--- config.mk ---
export PLATFORM = sky130hd
export DESIGN_NAME = modular_inverse_ext_euclid_unit
export DESIGN_NICKNAME = d
export VERILOG_FILES = /design/src/mieu_pkg.sv /design/src/mieu_ctrl.sv /design/src/mieu_dp.sv /design/src/modular_inverse_ext_euclid_unit.sv
export SDC_FILE = /design/constraint.sdc
export NUM_CORES = 1
export LEC_CHECK = 0
export BUFFER_PORTS_ARGS = -buffer_cell sky130_fd_sc_hd__buf_2
export CELL_PAD_IN_SITES_DETAIL_PLACEMENT = 0
export CELL_PAD_IN_SITES_GLOBAL_PLACEMENT = 1
export CORE_MARGIN = 3
export CORE_UTILIZATION = 40
export DETAILED_ROUTE_END_ITERATION = 7
export MAX_ROUTING_LAYER = met4
export PLACE_DENSITY = 0.71
export SLEW_MARGIN = 30
export SYNTH_ARGS = -nofsm -noshare
export SYNTH_HDL_FRONTEND = slang
export SYNTH_SLANG_ARGS = --single-unit
--- constraint.sdc ---
create_clock -name clk -period 10.64 [get_ports clk]
set_clock_uncertainty 0.05 [all_clocks]
set_input_delay 1.064 -clock clk [delete_from_list [all_inputs] [get_ports clk]]
set_output_delay 1.064 -clock clk [all_outputs]
set_load 0.02 [all_outputs]
--- src/mieu_pkg.sv ---
// shared types and constants for the modular inverse unit
package mieu_pkg;

  // fixed port width of the operand and result fields, and default working width
  localparam int unsigned OPER_W  = 32;
  localparam int unsigned DEF_WIDTH = 32;

  // status codes on the result channel
  localparam logic STATUS_OK  = 1'b0;
  localparam logic STATUS_ERR = 1'b1;

  // controller states
  typedef enum logic [2:0] {
    ST_IDLE,
    ST_CHECK,
    ST_DIV,
    ST_UPDATE,
    ST_FIN_ERR,
    ST_FIN_ONE,
    ST_FIN_COEF
  } state_t;

  // which result the output register takes
  typedef enum logic [1:0] {
    RES_ERR,
    RES_ONE,
    RES_COEF
  } res_kind_t;

  // controller to datapath commands
  typedef struct packed {
    logic      load;
    logic      init_div;
    logic      div_step;
    logic      update;
    logic      out_load;
    res_kind_t out_kind;
  } cmd_t;

  // datapath to controller status
  typedef struct packed {
    logic zero_op;
    logic lo_one;
    logic div_last;
    logic rem_zero;
    logic rem_one;
    logic out_free;
  } stat_t;

endpackage

--- src/mieu_ctrl.sv ---
// controller state machine sequencing the euclid steps
module mieu_ctrl (
  input  logic           clk,
  input  logic           rst_n,
  input  logic           in_valid,
  output logic           in_stall,
  input  mieu_pkg::stat_t stat,
  output mieu_pkg::cmd_t  cmd
);
  import mieu_pkg::*;

  state_t state_r, state_nxt;

  // state register
  always_ff @(posedge clk) begin
    if (!rst_n) begin
      state_r <= ST_IDLE;
    end else begin
      state_r <= state_nxt;
    end
  end

  // next state and commands
  always_comb begin
    state_nxt    = state_r;
    cmd          = '0;
    cmd.out_kind = RES_ERR;
    in_stall     = 1'b1;
    case (state_r)
      ST_IDLE: begin
        in_stall = 1'b0;
        if (in_valid) begin
          cmd.load  = 1'b1;
          state_nxt = ST_CHECK;
        end
      end
      ST_CHECK: begin
        if (stat.zero_op) begin
          state_nxt = ST_FIN_ERR;
        end else if (stat.lo_one) begin
          state_nxt = ST_FIN_ONE;
        end else begin
          cmd.init_div = 1'b1;
          state_nxt    = ST_DIV;
        end
      end
      ST_DIV: begin
        cmd.div_step = 1'b1;
        if (stat.div_last) begin
          state_nxt = ST_UPDATE;
        end
      end
      ST_UPDATE: begin
        cmd.update = 1'b1;
        if (stat.rem_one) begin
          state_nxt = ST_FIN_COEF;
        end else if (stat.rem_zero) begin
          state_nxt = ST_FIN_ERR;
        end else begin
          state_nxt = ST_DIV;
        end
      end
      ST_FIN_ERR: begin
        cmd.out_kind = RES_ERR;
        if (stat.out_free) begin
          cmd.out_load = 1'b1;
          state_nxt    = ST_IDLE;
        end
      end
      ST_FIN_ONE: begin
        cmd.out_kind = RES_ONE;
        if (stat.out_free) begin
          cmd.out_load = 1'b1;
          state_nxt    = ST_IDLE;
        end
      end
      ST_FIN_COEF: begin
        cmd.out_kind = RES_COEF;
        if (stat.out_free) begin
          cmd.out_load = 1'b1;
          state_nxt    = ST_IDLE;
        end
      end
      default: begin
        state_nxt = ST_IDLE;
      end
    endcase
  end

endmodule

--- src/mieu_dp.sv ---
// datapath: operand registers, restoring divider, coefficient and output register
module mieu_dp #(
  parameter int unsigned WIDTH = mieu_pkg::DEF_WIDTH
) (
  input  logic                         clk,
  input  logic                         rst_n,
  input  logic [mieu_pkg::OPER_W-1:0]  in_operand_a,
  input  logic [mieu_pkg::OPER_W-1:0]  in_operand_b,
  input  mieu_pkg::cmd_t               cmd,
  output mieu_pkg::stat_t              stat,
  output logic                         out_valid,
  input  logic                         out_stall,
  output logic [mieu_pkg::OPER_W-1:0]  out_inverse_value,
  output logic                         out_status
);
  import mieu_pkg::*;

  localparam int unsigned CNT_W = $clog2(WIDTH);

  logic [WIDTH-1:0] a_w, b_w;
  logic [WIDTH-1:0] hi_r, lo_r, modulus_r;
  logic [WIDTH-1:0] div_r, rem_r, acc_r;
  logic [WIDTH-1:0] mag_prev_r, mag_cur_r;
  logic             neg_cur_r;
  logic [CNT_W-1:0] cnt_r;
  logic             out_valid_r;
  logic [OPER_W-1:0] out_inv_r;
  logic             out_status_r;

  logic [WIDTH:0]   shifted, diff;
  logic             qbit;
  logic [WIDTH-1:0] rem_nxt, acc_nxt, mag_new, coef_res;

  // operands cut or extended to the working width
  assign a_w = WIDTH'(in_operand_a);
  assign b_w = WIDTH'(in_operand_b);

  // one restoring division bit, with shift-add of quotient times coefficient
  always_comb begin
    shifted = {rem_r, div_r[WIDTH-1]};
    diff    = shifted - {1'b0, lo_r};
    qbit    = ~diff[WIDTH];
    rem_nxt = qbit ? diff[WIDTH-1:0] : shifted[WIDTH-1:0];
    acc_nxt = {acc_r[WIDTH-2:0], 1'b0} + (qbit ? mag_cur_r : '0);
  end

  // next coefficient magnitude and lifted final coefficient
  assign mag_new  = mag_prev_r + acc_r;
  assign coef_res = (neg_cur_r && (mag_cur_r != '0)) ? (modulus_r - mag_cur_r) : mag_cur_r;

  // working registers
  always_ff @(posedge clk) begin
    if (cmd.load) begin
      hi_r       <= (a_w > b_w) ? a_w : b_w;
      lo_r       <= (a_w > b_w) ? b_w : a_w;
      modulus_r  <= (a_w > b_w) ? a_w : b_w;
      mag_prev_r <= '0;
      mag_cur_r  <= WIDTH'(1);
      neg_cur_r  <= 1'b0;
    end
    if (cmd.init_div) begin
      div_r <= hi_r;
      rem_r <= '0;
      acc_r <= '0;
      cnt_r <= '0;
    end
    if (cmd.div_step) begin
      div_r <= {div_r[WIDTH-2:0], 1'b0};
      rem_r <= rem_nxt;
      acc_r <= acc_nxt;
      cnt_r <= cnt_r + CNT_W'(1);
    end
    if (cmd.update) begin
      hi_r       <= lo_r;
      lo_r       <= rem_r;
      mag_prev_r <= mag_cur_r;
      mag_cur_r  <= mag_new;
      neg_cur_r  <= ~neg_cur_r;
      // next division takes the old divisor as dividend
      div_r      <= lo_r;
      rem_r      <= '0;
      acc_r      <= '0;
      cnt_r      <= '0;
    end
  end

  // output valid flag
  always_ff @(posedge clk) begin
    if (!rst_n) begin
      out_valid_r <= 1'b0;
    end else if (cmd.out_load) begin
      out_valid_r <= 1'b1;
    end else if (!out_stall) begin
      out_valid_r <= 1'b0;
    end
  end

  // output payload
  always_ff @(posedge clk) begin
    if (cmd.out_load) begin
      case (cmd.out_kind)
        RES_ONE: begin
          out_inv_r    <= OPER_W'(1);
          out_status_r <= STATUS_OK;
        end
        RES_COEF: begin
          out_inv_r    <= OPER_W'(coef_res);
          out_status_r <= STATUS_OK;
        end
        default: begin
          out_inv_r    <= '0;
          out_status_r <= STATUS_ERR;
        end
      endcase
    end
  end

  // status to the controller
  always_comb begin
    stat.zero_op  = (lo_r == '0);
    stat.lo_one   = (lo_r == WIDTH'(1));
    stat.div_last = (cnt_r == CNT_W'(WIDTH - 1));
    stat.rem_zero = (rem_r == '0);
    stat.rem_one  = (rem_r == WIDTH'(1));
    stat.out_free = !out_valid_r || !out_stall;
  end

  assign out_valid         = out_valid_r;
  assign out_inverse_value = out_inv_r;
  assign out_status        = out_status_r;

endmodule

--- src/modular_inverse_ext_euclid_unit.sv ---
// top level of the modular inverse unit (extended euclid)
//
//   channel | direction | handshake           | payload
//   in      | input     | in_valid / in_stall  | in_operand_a, in_operand_b
//   out     | output    | out_valid / out_stall| out_inverse_value, out_status
//
// one item at a time: the accept edge loads the operands, a check state follows, then
// each euclid step runs the restoring divider, giving one quotient bit a cycle,
// and then an update state; the result is loaded once the output register is free.
// a zero operand gives an error at once, a smaller operand of one an inverse of one.
// reset (rst_n low, synchronous) empties the unit and the output register.
// a stalled result holds in the output register while the next item is taken.
module modular_inverse_ext_euclid_unit #(
  parameter int unsigned WIDTH = mieu_pkg::DEF_WIDTH
) (
  input  logic                         clk,
  input  logic                         rst_n,
  input  logic                         in_valid,
  output logic                         in_stall,
  input  logic [mieu_pkg::OPER_W-1:0]  in_operand_a,
  input  logic [mieu_pkg::OPER_W-1:0]  in_operand_b,
  output logic                         out_valid,
  input  logic                         out_stall,
  output logic [mieu_pkg::OPER_W-1:0]  out_inverse_value,
  output logic                         out_status
);
  import mieu_pkg::*;

  cmd_t  cmd;
  stat_t stat;

  // controller
  mieu_ctrl u_ctrl (
    .clk      (clk),
    .rst_n    (rst_n),
    .in_valid (in_valid),
    .in_stall (in_stall),
    .stat     (stat),
    .cmd      (cmd)
  );

  // datapath
  mieu_dp #(
    .WIDTH (WIDTH)
  ) u_dp (
    .clk               (clk),
    .rst_n             (rst_n),
    .in_operand_a      (in_operand_a),
    .in_operand_b      (in_operand_b),
    .cmd               (cmd),
    .stat              (stat),
    .out_valid         (out_valid),
    .out_stall         (out_stall),
    .out_inverse_value (out_inverse_value),
    .out_status        (out_status)
  );

  // an accepted item keeps the unit busy in the next cycle
  a_busy_after_accept: assert property (@(posedge clk) disable iff (!rst_n)
    (in_valid && !in_stall) |=> in_stall)
    else $error("unit not busy after accepting an item");

  // an error result carries a zero inverse
  a_err_zero: assert property (@(posedge clk) disable iff (!rst_n)
    (out_valid && (out_status == STATUS_ERR)) |-> (out_inverse_value == '0))
    else $error("error result with nonzero inverse");

  // a new result only comes from a busy unit
  a_result_from_busy: assert property (@(posedge clk) disable iff (!rst_n)
    $rose(out_valid) |-> $past(in_stall))
    else $error("result appeared while unit was idle");

  // at most one datapath command is active at a time
  a_cmd_exclusive: assert property (@(posedge clk) disable iff (!rst_n)
    $onehot0({cmd.load, cmd.init_div, cmd.div_step, cmd.update, cmd.out_load}))
    else $error("conflicting datapath commands");

endmodule
==> results.json <==
{
  "dr.pass1.iters": 5,
  "synth-seq-cells": 299,
  "cts_root_buf": "clkbuf_16",
  "post_cts_buffers": 0,
  "multiInputGateArea_um2": 11000,
  "cap_violations": 0,
  "tns_ns": 0,
  "power_density_nw_per_um2": 155,
  "seq_area_frac_synth": 0.411,
  "drv_slew": 0,
  "yosysTopAreaCell": "edfxtp_1",
  "peakVddDrop_mv": 0.121,
  "fmax_ghz": 0.160,
  "hold_viol_final": 0,
  "dp_hpwl_um": 42300,
  "vias": 16100,
  "cts_hold_buf": 0,
  "crit_arrival_ns": 6.68,
  "setup.worst_path.class": "reg2reg",
  "synth_xor_area_frac": 0.0397,
  "fin_crit_ns": 6.24,
  "status": "finished, final reports clean",
  "finalPower_mw": 3.48,
  "port-buffer-count": 102,
  "synth.area.mux_share": 0.0803,
  "fin_nets": 2389,
  "yosysMostFrequentCell": "edfxtp_1",
  "area_growth_pct": 11.6,
  "clk_latency_ns": 0.55,
  "critPathLaunchType": "register",
  "period_share": 0.587,
  "synth_top_flop_cell": "edfxtp_1",
  "worstPathMaxFanout": 21,
  "finalWirelength_um": 57500,
  "die_area_um2": 52900,
  "synth.top_cell.area_share": 0.338,
  "io_pins": 103,
  "cts_tree": "done",
  "synth_compound_area_frac": 0.183,
  "wl_per_cell_um": 20.2,
  "seq_area_um2": 8250,
  "synth_cell_types": 85,
  "grt.overflow.total": 0,
  "final_util": 0.455,
  "synth_fa_ha_area_frac": 0.104,
  "rsz0062_at_grt": "no",
  "synth_commonest_cells": "edfxtp_1 (226), nor2_1 (202), ha_1 (161), nand2_1 (158), a21oi_1 (150)",
  "cts-resized-gates": 0,
  "drt_iter0_drc": 1166,
  "cts-htree-levels": 2,
  "synth-simple-area-share": 0.136,
  "seqPwrFrac": 0.423,
  "grt_max_degree": 75,
  "netSwitchingPower_mw": 1.05,
  "swShare": 0.301,
  "die_w_um": 230,
  "avgSynthCellArea_um2": 9.64,
  "crit_path_end_kind": "register",
  "synth_nets": 2315,
  "tightest_slew_ns": 0.944,
  "clock-sinks": 299,
  "synthCells": 2082,
  "nFillCells": 4769,
  "vias_per_cell": 5.65,
  "synth_edf_count": 226,
  "synth_area_leaders": "edfxtp_1 (34%), ha_1 (10%), dfxtp_1 (7.3%)",
  "setup_viol_count_final": 0,
  "clockBufferDepth": 3,
  "n_antenna_cell": 0,
  "rows": 81,
  "combPwrFrac": 0.214,
  "max-slew-margin-rel": 0.371,
  "grt_pass1_vias": 15700,
  "yosysWarnings": 0,
  "core_um2": 49300,
  "path_clk_slew_ns": 0.06,
  "antenna_found_initial": 3,
  "required_ns": 11.07,
  "start_util": 0.408,
  "synth_area_um2": 20100,
  "ys_async_sr_fraction": 0,
  "grt_pass1_wl_um": 89500,
  "cts-buffers-inserted": 37,
  "p_int_mw": 2.43,
  "min_path_type": "reg2reg",
  "synth_top_family_by_area": "compound AO/OA/AOI/OAI gates",
  "drc_errors": 0,
  "grtUsageTotal": 0.220,
  "p_clk_frac": 0.363,
  "drive_gt1_frac": 0.126,
  "final_antenna_net_count": 0,
  "power_leakage_nw": 9.31,
  "gp_congestion": 0.916,
  "die_h_um": 230
}
==> cell families (layout without fill, tap and decap cells) <==
family / Yosys count / count (layout)
simple gates: 584 / 584
compound gates: 571 / 571
flops: 299 / 299
buf+inv: 219 / 321
fa+ha+maj: 165 / 165
mux: 153 / 153
xor+xnor: 91 / 91
==> per-layer routing <==
metal,GRT usage,routed length (um)
met4,0.0499,1160
met1,0.294,26800
met2,0.354,26800
met3,0.0348,2710
met5,-,0
==> power groups by stage <==
stage,registers (mW),logic [mW],clock network [mW]
floorplan,1.48,0.538,0
global placement,1.49,0.738,0
detailed placement,1.49,0.744,0
CTS,1.47,0.748,1.30
global route,1.48,0.829,1.34
finish,1.47,0.746,1.26
==> cells in the final DEF, fill, tap and decap left out, drive strengths merged, types with 7 or more instances in the layout <==
cell type / synthesis / layout
edfxtp: 226 / 226
nor2: 202 / 202
o21ai: 165 / 165
ha: 161 / 161
nand2: 161 / 161
a21oi: 150 / 150
inv: 133 / 134
buf: 24 / 121
mux2i: 89 / 89
dfxtp: 73 / 73
mux2: 64 / 64
a21o: 56 / 56
clkbuf: 62 / 50
xor2: 46 / 46
xnor2: 45 / 45
nand3: 36 / 36
nor3: 33 / 33
nand4: 30 / 30
nor4: 29 / 29
a211oi: 28 / 28
nor2b: 22 / 22
o21a: 21 / 21
a31oi: 20 / 20
o21bai: 17 / 17
and3: 17 / 17
a22o: 12 / 12
clkinv: 0 / 11
a32oi: 10 / 10
and2: 10 / 10
o311ai: 10 / 10
or3: 9 / 9
nand2b: 9 / 9
a211o: 8 / 8
o221ai: 8 / 8
o211ai: 7 / 7
==> layout make-up <==
class | count | area share
sequential | 299 | 0.368
clock buffer | 50 | 0.0467
timing repair buffer | 121 | 0.0291
tap | 664 | 0.0371
clock inverter | 17 | 0.00731
inverter | 133 | 0.0223
multi-input combinational | 1564 | 0.489
==> worst paths after layout <==
kind	startpoint	to	slack [ns]	cells after the start
max	u_dp.lo_r[17]	u_dp.acc_r[31]	4.40	22
min reg2reg	u_dp.cnt_r[3]	u_dp.cnt_r[3]	0.42	1
max reg2reg	u_dp.lo_r[17]	u_dp.acc_r[31]	4.40	22
min	u_dp.cnt_r[3]	u_dp.cnt_r[3]	0.42	1
==> registers in the layout (all words and copies together) (netlist names) <==
signal / count
u_dp.mag_cur_r: 32
u_dp.hi_r: 32
u_dp.cnt_r: 5
u_dp.mag_prev_r: 32
u_dp.out_inverse_value: 32
u_dp.rem_r: 32
u_dp.modulus_r: 32
u_dp.out_status: 1
u_dp.acc_r: 32
u_ctrl.state_r: 3
u_dp.out_valid: 1
u_dp.lo_r: 32
u_dp.div_r: 32
u_dp.neg_cur_r: 1
==> worst max-delay path, cell delays in order, from the launching register on <==
cell and delay (ns):
edfxtp_1 0.40, inv_1 0.07, ha_1 0.38, and3_4 0.24, nand2_2 0.09, or4_1 0.54, o22ai_2 0.17, o31a_4 0.19
mux2i_1 0.19, buf_4 0.23, and2_2 0.50, nor2_1 0.08, ha_1 0.24, fa_1 0.43, a211oi_1 0.34, o21ai_1 0.19
a211oi_1 0.47, o211ai_1 0.16, o21ai_0 0.33, mux2i_1 0.23, o2111ai_1 0.17, or3_1 0.38, nand3_1 0.07
==> through the flow <==
step | hold slack (ns) | setup WS (ns) | area, um^2 | instances
2_1_floorplan | 0.380 | 3.13 | 20100 | 2082
3_3_place_gp | 0.402 | 4.45 | 21200 | 2781
3_5_place_dp | 0.409 | 4.37 | 21200 | 2781
4_1_cts | 0.420 | 4.33 | 22400 | 2848
5_1_grt | 0.455 | 3.89 | 22400 | 2848
6_report | 0.416 | 4.40 | 22400 | 2848
(Power assumes the default switching activity.)
